### config.mk
export PLATFORM = sky130hd
export DESIGN_NAME = indicator_led_flasher
export DESIGN_NICKNAME = d
export VERILOG_FILES = /design/src/design/ilf_pkg.sv /design/src/design/ilf_ram.sv /design/src/design/ilf_scale.sv /design/src/design/indicator_led_flasher.sv
export SDC_FILE = /design/constraint.sdc
export NUM_CORES = 2
export LEC_CHECK = 0
export BUFFER_PORTS_ARGS = -buffer_cell sky130_fd_sc_hd__buf_2
export CORE_MARGIN = 5
export CORE_UTILIZATION = 25
export CTS_CLUSTER_SIZE = 14
export DETAILED_ROUTE_END_ITERATION = 7
export PLACE_DENSITY_LB_ADDON = 0.15
export SKIP_LAST_GASP = 1
export SYNTH_ARGS = -nofsm -noshare
export SYNTH_HDL_FRONTEND = slang
export SYNTH_HIERARCHICAL = 1
export SYNTH_SLANG_ARGS = --single-unit
### constraint.sdc
create_clock -name clk -period 13.55 [get_ports clk]
set_clock_uncertainty 0.05 [all_clocks]
set_input_delay 2.71 -clock clk [delete_from_list [all_inputs] [get_ports clk]]
set_output_delay 2.71 -clock clk [all_outputs]
set_load 0.005 [all_outputs]
### src/design/ilf_pkg.sv
package ilf_pkg;

    localparam int COLOR_W = 32;
    localparam int TIME_W = 32;
    localparam int INTERVAL_W = 16;
    localparam int PIXEL_W = 8;
    localparam int LEVEL_W = 8;
    localparam int MODE_W = 3;

    typedef enum logic [2:0] {
        FUNC_SET_LEVEL  = 3'd0,
        FUNC_SET_CUSTOM = 3'd1,
        FUNC_CLEAR_ALL  = 3'd2,
        FUNC_SET_WORK   = 3'd3,
        FUNC_UPDATE     = 3'd4
    } func_t;

    typedef enum logic [MODE_W-1:0] {
        MODE_OFF      = 3'd0,
        MODE_NORMAL   = 3'd1,
        MODE_WARNING  = 3'd2,
        MODE_CRITICAL = 3'd3,
        MODE_INFO     = 3'd4
    } mode_t;

    // One icon entry as it sits in the icon memory.
    typedef struct packed {
        logic [MODE_W-1:0]  mode;
        logic               flash;
        logic [LEVEL_W-1:0] level;
        logic [COLOR_W-1:0] custom;
        logic               use_custom;
        logic [TIME_W-1:0]  last_toggle;
        logic               phase;
    } icon_entry_t;

    localparam int ENTRY_W = $bits(icon_entry_t);

    localparam logic [LEVEL_W-1:0] LEVEL_FULL = 8'hFF;
    localparam logic [PIXEL_W-1:0] WORK_START_RESET = 8'd48;
    localparam logic [PIXEL_W-1:0] WORK_END_RESET = 8'd70;
    localparam logic [COLOR_W-1:0] WORK_COLOR_RESET = 32'h00FF_FFFF;
    localparam logic [INTERVAL_W-1:0] INTERVAL_RESET = 16'd500;

    localparam icon_entry_t ICON_RESET = '{
        mode:        MODE_OFF,
        flash:       1'b0,
        level:       LEVEL_FULL,
        custom:      '0,
        use_custom:  1'b0,
        last_toggle: '0,
        phase:       1'b0
    };

    function automatic logic [COLOR_W-1:0] palette(input logic [MODE_W-1:0] mode);
        logic [COLOR_W-1:0] c;
        unique case (mode)
            MODE_NORMAL:   c = 32'h0000_FF00;
            MODE_WARNING:  c = 32'h00FF_A500;
            MODE_CRITICAL: c = 32'h00FF_0000;
            MODE_INFO:     c = 32'h0000_00FF;
            default:       c = '0;
        endcase
        return c;
    endfunction

endpackage

### src/design/ilf_ram.sv
module ilf_ram #(
    parameter int WIDTH = 8,
    parameter int DEPTH = 16,
    localparam int ADDR_W = (DEPTH > 1) ? $clog2(DEPTH) : 1
) (
    input  logic              clk,
    input  logic              we,
    input  logic [ADDR_W-1:0] waddr,
    input  logic [WIDTH-1:0]  wdata,
    input  logic              re,
    input  logic [ADDR_W-1:0] raddr,
    output logic [WIDTH-1:0]  rdata
);

    logic [WIDTH-1:0] mem [DEPTH];
    logic [WIDTH-1:0] rdata_reg;

    always_ff @(posedge clk)
    begin
        if (we)
        begin
            mem[waddr] <= wdata;
        end
        if (re)
        begin
            rdata_reg <= mem[raddr];
        end
    end

    assign rdata = rdata_reg;

endmodule

### src/design/ilf_scale.sv
module ilf_scale
    import ilf_pkg::*;
(
    input  logic               clk,
    input  logic               load,
    input  logic [COLOR_W-1:0] color,
    input  logic [LEVEL_W-1:0] level,
    output logic [COLOR_W-1:0] scaled
);

    // Products are registered; the divide by 255 follows as an add and shift,
    // which is exact for any product of two 8-bit values.
    logic [15:0] prod_reg [4];

    always_ff @(posedge clk)
    begin
        if (load)
        begin
            for (int k = 0; k < 4; k++)
            begin
                prod_reg[k] <= color[8*k +: 8] * level;
            end
        end
    end

    always_comb
    begin
        logic [16:0] sum;
        scaled = '0;
        for (int k = 0; k < 4; k++)
        begin
            sum = 17'(prod_reg[k]) + 17'd1 + 17'(prod_reg[k][15:8]);
            scaled[8*k +: 8] = sum[15:8];
        end
    end

endmodule

### src/design/indicator_led_flasher.sv
// Channel   Direction  Handshake               Contents
// s_*       in         s_tvalid / s_tready     commands and update items, func in s_tuser
// m_*       out        m_tvalid / m_tready     pixel ranges with colour, show in m_tuser
// cfg_*     in         cfg_valid / cfg_ready   flash interval in milliseconds
//
// A set-icon command keeps the input busy after its transfer through a read and a
// write-back of its icon, and of the partner icon too when it is a linked icon.
// Clear-all and set-work-light commands complete without leaving the idle state,
// and configuration writes are always accepted. An update walks every icon, each
// a read, an evaluate-and-write-back and an output step through the single icon
// memory, and then the work light, an evaluate and an output step.
// Reset clears the per-icon valid bits at once, so no clearing pass is needed.
// A stall on m_tready holds the walk at its output step.
module indicator_led_flasher
    import ilf_pkg::*;
#(
    parameter int NUM_ICONS = 10,
    parameter int ICON_PIXEL_BASE = 0,
    parameter int LINKED_LEFT = 4,
    parameter int LINKED_RIGHT = 5
) (
    input  logic         clk,
    input  logic         rst_n,
    input  logic         s_tvalid,
    output logic         s_tready,
    // icon[3:0], warning_state[6:4], flash_on[7], level[15:8], color_word[47:16],
    // enable[48], range_start[56:49], range_end[64:57], time_ms[96:65], zeros above
    input  logic [103:0] s_tdata,
    // func[2:0]
    input  logic [2:0]   s_tuser,
    output logic         m_tvalid,
    input  logic         m_tready,
    // pixel_first[7:0], pixel_last[15:8], pixel_color[47:16]
    output logic [47:0]  m_tdata,
    // show[0]
    output logic [0:0]   m_tuser,
    output logic         m_tlast,
    input  logic         cfg_valid,
    output logic         cfg_ready,
    input  logic [15:0]  cfg_data
);

    localparam int IDX_W = (NUM_ICONS > 1) ? $clog2(NUM_ICONS) : 1;

    // The sequencer walks one entry at a time: a read, then the modify and
    // write-back. Accesses to the same entry never overlap, so the memory
    // needs no forwarding path.
    typedef enum logic [7:0] {
        ST_IDLE     = 8'b0000_0001,
        ST_SET_RD   = 8'b0000_0010,
        ST_SET_WR   = 8'b0000_0100,
        ST_UPD_RD   = 8'b0000_1000,
        ST_UPD_EV   = 8'b0001_0000,
        ST_UPD_OUT  = 8'b0010_0000,
        ST_WORK_EV  = 8'b0100_0000,
        ST_WORK_OUT = 8'b1000_0000
    } state_t;

    state_t state_reg, state_next;

    // Input fields.
    logic [3:0]          in_icon;
    logic [MODE_W-1:0]   in_wstate;
    logic                in_flash;
    logic [LEVEL_W-1:0]  in_level;
    logic [COLOR_W-1:0]  in_color;
    logic                in_enable;
    logic [PIXEL_W-1:0]  in_start;
    logic [PIXEL_W-1:0]  in_end;
    logic [TIME_W-1:0]   in_time;
    func_t               in_func;

    assign in_icon   = s_tdata[3:0];
    assign in_wstate = s_tdata[6:4];
    assign in_flash  = s_tdata[7];
    assign in_level  = s_tdata[15:8];
    assign in_color  = s_tdata[47:16];
    assign in_enable = s_tdata[48];
    assign in_start  = s_tdata[56:49];
    assign in_end    = s_tdata[64:57];
    assign in_time   = s_tdata[96:65];
    assign in_func   = func_t'(s_tuser);

    logic in_xfer;
    assign s_tready = (state_reg == ST_IDLE);
    assign in_xfer  = s_tvalid && s_tready;
    assign cfg_ready = 1'b1;

    // Command and walk registers.
    logic [IDX_W-1:0]    addr_reg, addr_next;
    logic [IDX_W-1:0]    partner_reg, partner_next;
    logic                partner_pend_reg, partner_pend_next;
    logic [MODE_W-1:0]   cmd_mode_reg, cmd_mode_next;
    logic                cmd_use_reg, cmd_use_next;
    logic                cmd_keep_reg, cmd_keep_next;
    logic [COLOR_W-1:0]  cmd_color_reg, cmd_color_next;
    logic                cmd_flash_reg, cmd_flash_next;
    logic [LEVEL_W-1:0]  cmd_level_reg, cmd_level_next;
    logic [TIME_W-1:0]   time_reg, time_next;
    logic                toggled_reg, toggled_next;
    logic                rd_valid_reg, rd_valid_next;

    logic [NUM_ICONS-1:0] valid_reg, valid_next;
    logic [INTERVAL_W-1:0] interval_reg, interval_next;
    logic                 refresh_reg, refresh_next;

    // Work-light state.
    logic                 work_enable_reg, work_enable_next;
    logic [PIXEL_W-1:0]   work_start_reg, work_start_next;
    logic [PIXEL_W-1:0]   work_end_reg, work_end_next;
    logic [LEVEL_W-1:0]   work_level_reg, work_level_next;
    logic [COLOR_W-1:0]   work_color_reg, work_color_next;
    logic                 work_flash_reg, work_flash_next;
    logic [TIME_W-1:0]    work_toggle_reg, work_toggle_next;
    logic                 work_phase_reg, work_phase_next;

    // Output register.
    logic                 out_valid_reg, out_valid_next;
    logic [PIXEL_W-1:0]   out_first_reg, out_first_next;
    logic [PIXEL_W-1:0]   out_last_px_reg, out_last_px_next;
    logic [COLOR_W-1:0]   out_color_reg, out_color_next;
    logic                 out_show_reg, out_show_next;
    logic                 out_end_reg, out_end_next;

    // Icon memory and scaler connections.
    logic                 mem_we;
    logic [ENTRY_W-1:0]   mem_wdata;
    logic                 mem_re;
    logic [ENTRY_W-1:0]   mem_rdata;
    logic                 scale_load;
    logic [COLOR_W-1:0]   scale_color;
    logic [LEVEL_W-1:0]   scale_level;
    logic [COLOR_W-1:0]   scaled;

    ilf_ram #(
        .WIDTH (ENTRY_W),
        .DEPTH (NUM_ICONS)
    ) u_icon_ram (
        .clk   (clk),
        .we    (mem_we),
        .waddr (addr_reg),
        .wdata (mem_wdata),
        .re    (mem_re),
        .raddr (addr_reg),
        .rdata (mem_rdata)
    );

    ilf_scale u_scale (
        .clk    (clk),
        .load   (scale_load),
        .color  (scale_color),
        .level  (scale_level),
        .scaled (scaled)
    );

    assign mem_re = (state_reg == ST_SET_RD) || (state_reg == ST_UPD_RD);

    logic out_free;
    assign out_free = !out_valid_reg || m_tready;

    always_comb
    begin
        icon_entry_t base;
        icon_entry_t ne;
        logic        icon_ok;
        logic        is_left;
        logic        is_right;
        logic        flashing;
        logic        tog;
        logic [TIME_W-1:0]  elapsed;
        logic [COLOR_W-1:0] c;

        state_next        = state_reg;
        addr_next         = addr_reg;
        partner_next      = partner_reg;
        partner_pend_next = partner_pend_reg;
        cmd_mode_next     = cmd_mode_reg;
        cmd_use_next      = cmd_use_reg;
        cmd_keep_next     = cmd_keep_reg;
        cmd_color_next    = cmd_color_reg;
        cmd_flash_next    = cmd_flash_reg;
        cmd_level_next    = cmd_level_reg;
        time_next         = time_reg;
        toggled_next      = toggled_reg;
        rd_valid_next     = rd_valid_reg;
        valid_next        = valid_reg;
        refresh_next      = refresh_reg;
        interval_next     = interval_reg;
        work_enable_next  = work_enable_reg;
        work_start_next   = work_start_reg;
        work_end_next     = work_end_reg;
        work_level_next   = work_level_reg;
        work_color_next   = work_color_reg;
        work_flash_next   = work_flash_reg;
        work_toggle_next  = work_toggle_reg;
        work_phase_next   = work_phase_reg;
        out_first_next    = out_first_reg;
        out_last_px_next  = out_last_px_reg;
        out_color_next    = out_color_reg;
        out_show_next     = out_show_reg;
        out_end_next      = out_end_reg;
        out_valid_next    = out_valid_reg && !m_tready;
        mem_we            = 1'b0;
        scale_load        = 1'b0;
        scale_color       = '0;
        scale_level       = LEVEL_FULL;

        icon_ok  = {2'b00, in_icon} < 6'(NUM_ICONS);
        is_left  = {2'b00, in_icon} == 6'(LINKED_LEFT);
        is_right = {2'b00, in_icon} == 6'(LINKED_RIGHT);

        base = rd_valid_reg ? icon_entry_t'(mem_rdata) : ICON_RESET;
        ne   = base;
        flashing = base.flash && (base.mode != MODE_OFF);
        elapsed  = time_reg - base.last_toggle;
        tog      = 1'b0;
        c        = '0;
        mem_wdata = ENTRY_W'(ne);

        if (cfg_valid && (cfg_data != '0))
        begin
            interval_next = cfg_data;
        end

        unique case (state_reg)
            ST_IDLE:
            begin
                if (in_xfer)
                begin
                    time_next      = in_time;
                    cmd_flash_next = in_flash;
                    cmd_level_next = in_level;
                    cmd_color_next = in_color;
                    unique case (in_func)
                        FUNC_SET_LEVEL, FUNC_SET_CUSTOM:
                        begin
                            if (icon_ok)
                            begin
                                addr_next     = IDX_W'(in_icon);
                                cmd_keep_next = (in_func == FUNC_SET_LEVEL);
                                cmd_use_next  = (in_func == FUNC_SET_CUSTOM);
                                cmd_mode_next = (in_func == FUNC_SET_LEVEL)
                                              ? in_wstate : MODE_NORMAL;
                                // The other half of the linked pair, if it exists.
                                partner_pend_next = 1'b0;
                                if (is_left && (LINKED_RIGHT < NUM_ICONS)
                                    && (LINKED_RIGHT != LINKED_LEFT))
                                begin
                                    partner_pend_next = 1'b1;
                                    partner_next      = IDX_W'(LINKED_RIGHT);
                                end
                                else if (is_right && (LINKED_LEFT < NUM_ICONS)
                                         && (LINKED_RIGHT != LINKED_LEFT))
                                begin
                                    partner_pend_next = 1'b1;
                                    partner_next      = IDX_W'(LINKED_LEFT);
                                end
                                refresh_next = 1'b1;
                                state_next   = ST_SET_RD;
                            end
                        end
                        FUNC_CLEAR_ALL:
                        begin
                            valid_next   = '0;
                            refresh_next = 1'b1;
                        end
                        FUNC_SET_WORK:
                        begin
                            work_enable_next = in_enable;
                            work_start_next  = in_start;
                            work_end_next    = in_end;
                            work_level_next  = in_level;
                            work_flash_next  = in_flash;
                            if (in_color != '0)
                            begin
                                work_color_next = in_color;
                            end
                            if (in_flash)
                            begin
                                work_toggle_next = in_time;
                                work_phase_next  = 1'b1;
                            end
                            refresh_next = 1'b1;
                        end
                        FUNC_UPDATE:
                        begin
                            addr_next    = '0;
                            toggled_next = 1'b0;
                            state_next   = ST_UPD_RD;
                        end
                        default:
                        begin
                        end
                    endcase
                end
            end

            ST_SET_RD:
            begin
                rd_valid_next = valid_reg[addr_reg];
                state_next    = ST_SET_WR;
            end

            ST_SET_WR:
            begin
                ne.mode       = cmd_mode_reg;
                ne.use_custom = cmd_use_reg;
                ne.custom     = cmd_keep_reg ? base.custom : cmd_color_reg;
                ne.flash      = cmd_flash_reg;
                ne.level      = cmd_level_reg;
                if (cmd_flash_reg)
                begin
                    ne.last_toggle = time_reg;
                    ne.phase       = 1'b1;
                end
                mem_we = 1'b1;
                mem_wdata = ENTRY_W'(ne);
                valid_next[addr_reg] = 1'b1;
                // The partner copies the settings just written, custom colour included.
                cmd_color_next = ne.custom;
                cmd_keep_next  = 1'b0;
                if (partner_pend_reg)
                begin
                    partner_pend_next = 1'b0;
                    addr_next         = partner_reg;
                    state_next        = ST_SET_RD;
                end
                else
                begin
                    state_next = ST_IDLE;
                end
            end

            ST_UPD_RD:
            begin
                rd_valid_next = valid_reg[addr_reg];
                state_next    = ST_UPD_EV;
            end

            ST_UPD_EV:
            begin
                tog = flashing && (elapsed >= TIME_W'(interval_reg));
                if (tog)
                begin
                    ne.phase       = ~base.phase;
                    ne.last_toggle = time_reg;
                    mem_we         = 1'b1;
                    mem_wdata      = ENTRY_W'(ne);
                    valid_next[addr_reg] = 1'b1;
                    toggled_next   = 1'b1;
                end
                c = base.use_custom ? base.custom : palette(base.mode);
                if (flashing && !ne.phase)
                begin
                    c = '0;
                end
                scale_load  = 1'b1;
                scale_color = c;
                scale_level = base.level;
                state_next  = ST_UPD_OUT;
            end

            ST_UPD_OUT:
            begin
                if (out_free)
                begin
                    out_valid_next   = 1'b1;
                    out_first_next   = PIXEL_W'(ICON_PIXEL_BASE) + PIXEL_W'(addr_reg);
                    out_last_px_next = PIXEL_W'(ICON_PIXEL_BASE) + PIXEL_W'(addr_reg);
                    out_color_next   = scaled;
                    out_show_next    = 1'b0;
                    out_end_next     = 1'b0;
                    if (addr_reg == IDX_W'(NUM_ICONS - 1))
                    begin
                        state_next = ST_WORK_EV;
                    end
                    else
                    begin
                        addr_next  = addr_reg + 1'b1;
                        state_next = ST_UPD_RD;
                    end
                end
            end

            ST_WORK_EV:
            begin
                tog = work_flash_reg && work_enable_reg
                    && ((time_reg - work_toggle_reg) >= TIME_W'(interval_reg));
                if (tog)
                begin
                    work_phase_next  = ~work_phase_reg;
                    work_toggle_next = time_reg;
                    toggled_next     = 1'b1;
                end
                if (work_enable_reg && !(work_flash_reg && !(work_phase_reg ^ tog)))
                begin
                    c = work_color_reg;
                end
                scale_load  = 1'b1;
                scale_color = c;
                scale_level = work_level_reg;
                state_next  = ST_WORK_OUT;
            end

            ST_WORK_OUT:
            begin
                if (out_free)
                begin
                    out_valid_next   = 1'b1;
                    out_first_next   = work_start_reg;
                    out_last_px_next = work_end_reg;
                    out_color_next   = scaled;
                    out_show_next    = toggled_reg || refresh_reg;
                    out_end_next     = 1'b1;
                    refresh_next     = 1'b0;
                    state_next       = ST_IDLE;
                end
            end

            default:
            begin
                state_next = ST_IDLE;
            end
        endcase
    end

    // Control state.
    always_ff @(posedge clk or negedge rst_n)
    begin
        if (!rst_n)
        begin
            state_reg        <= ST_IDLE;
            valid_reg        <= '0;
            refresh_reg      <= 1'b1;
            interval_reg     <= INTERVAL_RESET;
            out_valid_reg    <= 1'b0;
            partner_pend_reg <= 1'b0;
            work_enable_reg  <= 1'b0;
            work_start_reg   <= WORK_START_RESET;
            work_end_reg     <= WORK_END_RESET;
            work_level_reg   <= LEVEL_FULL;
            work_color_reg   <= WORK_COLOR_RESET;
            work_flash_reg   <= 1'b0;
            work_toggle_reg  <= '0;
            work_phase_reg   <= 1'b0;
        end
        else
        begin
            state_reg        <= state_next;
            valid_reg        <= valid_next;
            refresh_reg      <= refresh_next;
            interval_reg     <= interval_next;
            out_valid_reg    <= out_valid_next;
            partner_pend_reg <= partner_pend_next;
            work_enable_reg  <= work_enable_next;
            work_start_reg   <= work_start_next;
            work_end_reg     <= work_end_next;
            work_level_reg   <= work_level_next;
            work_color_reg   <= work_color_next;
            work_flash_reg   <= work_flash_next;
            work_toggle_reg  <= work_toggle_next;
            work_phase_reg   <= work_phase_next;
        end
    end

    // Payload and working registers.
    always_ff @(posedge clk)
    begin
        addr_reg        <= addr_next;
        partner_reg     <= partner_next;
        cmd_mode_reg    <= cmd_mode_next;
        cmd_use_reg     <= cmd_use_next;
        cmd_keep_reg    <= cmd_keep_next;
        cmd_color_reg   <= cmd_color_next;
        cmd_flash_reg   <= cmd_flash_next;
        cmd_level_reg   <= cmd_level_next;
        time_reg        <= time_next;
        toggled_reg     <= toggled_next;
        rd_valid_reg    <= rd_valid_next;
        out_first_reg   <= out_first_next;
        out_last_px_reg <= out_last_px_next;
        out_color_reg   <= out_color_next;
        out_show_reg    <= out_show_next;
        out_end_reg     <= out_end_next;
    end

    assign m_tvalid = out_valid_reg;
    assign m_tdata  = {out_color_reg, out_last_px_reg, out_first_reg};
    assign m_tuser  = out_show_reg;
    assign m_tlast  = out_end_reg;

endmodule
* Word level (Yosys, flattened, before mapping) *
Memories as Yosys holds them, arrays and structs flattened. A register that Yosys moved wholly into a read port is not among the register bits.
Cells that the tools add are included.

word-level totals
  output and inout port bits = 53
  word-level logic and storage cells = 229
  memory bits (writable) = 844
  register bits = 263
  bits in latches = 0
  memory bits (read-only) = 0
  memories kept = 2

cells by class
  div/mod/pow operators = 0
  shift operators = 0
  multipliers = 4
  bitwise operators = 4
  muxes and demuxes = 87
  order comparisons = 5
  reduce and logical (&&, ||, !) cells = 51
  eq/ne operators = 35
  $add $sub $neg = 11

memories
  memory            depth  width  rd ports  clocked after Yosys merged registers in  write ports  RTL line         source
  u_icon_ram.mem    10     78     1         1                                        1            ilf_ram.sv:15    logic [WIDTH-1:0] mem [DEPTH];
  u_scale.prod_reg  4      16     4         0                                        4            ilf_scale.sv:13  logic [15:0] prod_reg [4];

operators with widths
  cell                   count
  $mux 32                9
  $pmux 32 s2            3
  $pmux 78 s2            1
  $pmux 24 s4            1
  $mux 78                1
  $mux 33                2
  $add 16x1->16 const B  4
  $add 16x8->16          4
  $ge 32x16->1           2
  $mul 8x8->16           4
  $pmux 8 s2             4
  $pmux 8 s8             1
  $sub 32x32->32         2
  $mux 8                 7
  $mux 1                 34
  $reduce_bool 32->1     1
  $mux 10                3
  $pmux 10 s3            1
  $reduce_and 5->1       5
  $mux 4                 5
  $pmux 1 s2             8
  $reduce_and 4->1       4
  $reduce_bool 16->1     1
  $ne 2x1->1 const B     7
  41 further kinds       83

* Logic depth before layout (Yosys ltp) *
  word-level depth = 11
  mapped depth = 43

* Cells and area by module *
Netlist, hierarchy kept.

modules (own cells, without submodules)
  module                 instances  area an instance (µm²)  cells each
  ilf_ram                1          32726.4                 1675
  indicator_led_flasher  1          17699.5                 1966
  ilf_scale              1          11436.0                 1209

* Worst setup path after synthesis *
OpenSTA, ideal clock, no wires.

  path type = reg-to-reg
  start point = reg rd_valid_reg
  end point = mem u_icon_ram/mem[0][0] in the netlist's numbering, enable pin
  data required time = 12.890 ns
  arrival time = 10.580 ns
  stages on the path, launching flop included = 29
  path slack = 2.310 ns
  period minus slack after synthesis = 11.240 ns
  library setup time = 0.610 ns
  path through = edfxtp_1 clkbuf_1 clkbuf_1 clkbuf_1 buf_1 nand2_1 ha_1 a21o_1 a211o_1 o21ai_2 nand2_1 a21oi_1 o21ai_0 a21oi_1 o21ai_0 xor2_1 ha_1 nand4_1 nor4_1 o41ai_1 nand4_1 a2111oi_0 nand4_1 nand4b_4 nand3_1 buf_2 nand2_1 or3b_2 nor3_1

on the way
  word-level cells in the longest chain between the ends = 8
  elaborated cells on any way between the ends = 10

RTL lines
  item                                                        RTL line                                                    source
  from (decl)                                                 indicator_led_flasher.sv:101                                logic rd_valid_reg, rd_valid_next;
  from (signal assigned)                                      indicator_led_flasher.sv:479                                rd_valid_reg <= rd_valid_next;
  $mux 78 (*)                                                 indicator_led_flasher.sv:212                                base = rd_valid_reg ? icon_entry_t'(mem_rdata) : ICON_RESET;
  $sub 32x32->32 / $reduce_bool 3->1 (equally long branches)  indicator_led_flasher.sv:215, indicator_led_flasher.sv:214
  $ge 32x16->1 / $logic_and 1x1->1 (equally long branches)    indicator_led_flasher.sv:342, indicator_led_flasher.sv:214
  $logic_and 1x1->1 (*)                                       indicator_led_flasher.sv:342                                tog = flashing && (elapsed >= TIME_W'(interval_reg));
  $mux 1 (*)                                                  indicator_led_flasher.sv:343                                if (tog)
  $pmux 1 s2 (*)                                              indicator_led_flasher.sv:225                                unique case (state_reg)
  net mem_we                                                  indicator_led_flasher.sv:126                                logic mem_we;
  $mux 1 (*)                                                  ilf_ram.sv:20                                               if (we)
  $mux 1 (not written as such) (*)                            ilf_ram.sv:22                                               mem[waddr] <= wdata;
  to (decl)                                                   ilf_ram.sv:15

Mark *: on every way through the listed nets, which the timed path passes. The rest lies on a longest branch.

==> flow_summary_export.csv <==
group,metric,value,unit
synth,yosys.area.top_type_share,51.3,%
clock_tree,postCtsHoldBufs,0,
finish,utilization,29.0,%
synth,yosysSeqAreaShare,56.6,%
finish,area_delta_synth_final,15.3,%
drt,drc,0,
synth,ys_ff_latch,1185,
synth,synth.avg_cell_area,12.8,sq um
global_route,overflow,0,
setup_path,required,14.11,ns
setup_path,slowest_stage,"o22ai_1",
setup_path,crit_arrival,11.28,ns
sta,period_needed,10.72,ns
setup_path,cp_top_family,"compound AO/OA/AOI/OAI gates",
clock_tree,cts_inserted_buffers,147,
synth,ys_async_sr_fraction,10.8,%
setup_path,startpoint_type,"flip-flop",
clock_tree,clkSinkCount,1185,
clock_tree,cts.repair.resized,0,
pwr,p_comb_share,27.9,%
clock_tree,cts_root_buf,"clkbuf_16",
pwr,power,11900,uW
global_route,grt_pass1_wl,262,mm
setup_path,path_common_cell,"fa_1",
global_route,grt_max_degree,112,
global_route,use_met3,2.30,%
drt,drt_first_pass_iters,6,
synth,synthFlopType,"edfxtp_1",
clock_tree,htreeDepth,4,
pwr,power_density,168,nW/um^2
place,portBuffers,172,
global_route,grt_pass1_vias,39500,
sta,fmax,93.3,MHz
drt,ant_nets,0,
sta,tns,0,ns
synth,ys_warn_count,6,
pwr,internal_power,8080,uW
pwr,peakVddDrop,134,uV
sta,slew_headroom,14.4,%
floorplanning,io_pins,181,
global_route,grt_use_met2,20.7,%
synth,synth_area_leaders,"edfxtp_1, ha_1, mux2_2, fa_1, dfrtp_1",
job,maxCapViolCount,0,
sta,tightest_slew,1.27,ns
clock_tree,cts_tree,"yes",
finish,nets,5557,
clock_tree,path_clk_slew,0.06,ns
clock_tree,ctsLongestPathBuffers,3,
drt,via_count,38500,
sta,whs,0.438,ns
place,place_area,66500,sq um
setup_path,cp-end-kind,"flip-flop",
floorplanning,die_area,257000,sq um
finish,post_route_cells_drive_above_1_share,17.6,%
setup_path,path_buf_inv,4,
setup_path,crit_fanout,24,
sta,rsz0062_at_grt,"no",
pwr,switchingPower,3870,uW
place,gp_congestion,0.804,
drt,avgViaCountPerCell,4.56,
drt,wl_per_cell,20.5,um
run_status,outcome,"finished clean",
pwr,switching_share,32.4,%
pwr,p_leak,0.0270,uW
sta,setup_viol,0,
floorplanning,core-area,246000,sq um
sta,report.final.slew_viol_count,0,
synth,syn_area,61900,sq um
synth,synth_edf_count,1057,
sta,min_period_over_period,79.1,%
synth,synth_cell_types,95,
global_route,track_usage,13.3,%
floorplanning,die_x,507,um
setup_path,worst-setup-path-type,"reg2reg",
synth,synth_nets,5396,
drt,drtIter0Drc,2286,
place,dpl.hpwl,112,mm
finish,final_cell_area,71300,sq um
synth,yosysTopAreaCell,"edfxtp_1",
floorplanning,die_h,507,um
floorplanning,core.rowCount,182,
finish,largest_reg_flops,780,
clock_tree,insertion_delay,0.80,ns
setup_path,critPathMaxStageDelay,0.72,ns
drt,wirelength,174,mm
synth,syn_inst,4850,
synth,yosysMostFrequentCell,"edfxtp_1",
synth,synth.top_cells.by_count,"edfxtp_1, nand2_1, inv_1",
global_route,busiest_layer,"met2",
sta,hold_viol,0,
worst_hold_path,hp-class,"reg2reg",
pwr,p_seq_share,39.2,%
global_route,globalRouteMet1Util,19.1,%
global_route,grt_antenna_before_repair,14,
pwr,power.share.clock,32.8,%
clock_tree,postCtsSetupBuffers,0,
floorplanning,start_util,25.1,%
metal layers:
layer  wire, um  vias to the layer above
li1           -                    18200
met2      77300                      680
met1      85800                    19500
met5         38                        -
met4       3360                        6
met3       7020                      200
final cells by class:
class | instances | area [sq um]
diodes | 7 | 17.5
well taps | 3312 | 4140
clock buffers | 191 | 3930
flip-flops and latches | 1185 | 35000
inverters | 324 | 1220
repair buffers | 252 | 1480
fillers | 25200 | 175000
clock inverters | 77 | 900
multi-input cells | 3101 | 24600
metrics by stage:
| step | instances | setup slack, ns |
|---|---|---|
| 2_1_floorplan | 4850 | 2.31 |
| 3_3_place_gp | 8174 | 2.76 |
| 3_5_place_dp | 8174 | 2.74 |
| 4_1_cts | 8442 | 2.71 |
| 5_1_grt | 8443 | 2.03 |
| 6_report | 8449 | 2.83 |
worst paths after layout:
check                                         start  slack (ns)  depth (start not counted)                                end
setup reg to reg             rd_valid_reg$_DFFE_PP_        2.83                         37  u_scale/prod_reg[0][15]$_DFFE_PP_
setup / recovery             rd_valid_reg$_DFFE_PP_        2.83                         37  u_scale/prod_reg[0][15]$_DFFE_PP_
hold / removal             valid_reg[6]$_DFFE_PN0P_        0.44                          1           valid_reg[6]$_DFFE_PN0P_
hold reg to reg            valid_reg[6]$_DFFE_PN0P_        0.44                          1           valid_reg[6]$_DFFE_PN0P_
max in group asynchronous                     rst_n        9.84                          3     work_color_reg[27]$_DFFE_PN0P_
min in group asynchronous                     rst_n        1.79                          1    work_toggle_reg[23]$_DFFE_PN0P_
kinds of logic (layout without fill, tap and decap cells):
| logic type | Yosys count | after routing | share of synthesized area [%] |
|---|---|---|---|
| compound gates | 934 | 934 | 10.4 |
| xor+xnor | 108 | 108 | 1.54 |
| fa+ha+maj | 418 | 418 | 10.2 |
| buf+inv | 564 | 844 | 3.83 |
| flops | 1185 | 1185 | 56.6 |
| mux | 458 | 458 | 8.05 |
| other cells | 1 | 8 | 0.00606 |
| simple gates | 1182 | 1182 | 9.41 |
cell usage in the layout, fill, tap and decap left out, types with 22 or more instances in the layout:
master     synthesis  routed
a211oi_1          46      46
a21o_1            39      39
a21oi_1          151     151
a22o_1            82      82
a31oi_1           44      44
and2_1           222     220
buf_2             37     171
buf_4             23      79
clkbuf_1         147      39
clkbuf_16          0     150
clkinv_1           1      22
clkinv_2           0      22
dfrtp_1           83      83
dfstp_2           45      45
edfxtp_1        1057    1057
fa_1             146     146
ha_1             272     272
inv_1            323     321
mux2_2           297     297
mux2i_1          159     159
nand2_1          434     432
nand2b_1          25      24
nand3_1          111     110
nand4_1           36      36
nor2_1           173     163
nor2b_1           64      63
nor3_1            26      23
nor4_1            28      28
o211ai_1          34      34
o21a_1            33      33
o21ai_0          191     189
o22ai_1           99      99
o31ai_1           72      72
xnor2_1           85      85
xor2_1            22      22
power by group through the flow:
stage	logic [uW]	registers [uW]	clock network (uW)
after floorplan	2440	4670	0
after global placement	3350	4760	0
after detailed placement	3360	4760	0
after CTS	3380	4690	4080
after global routing	3680	4720	4220
final	3340	4690	3920
Note: power is estimated with default switching activity, not from simulation.
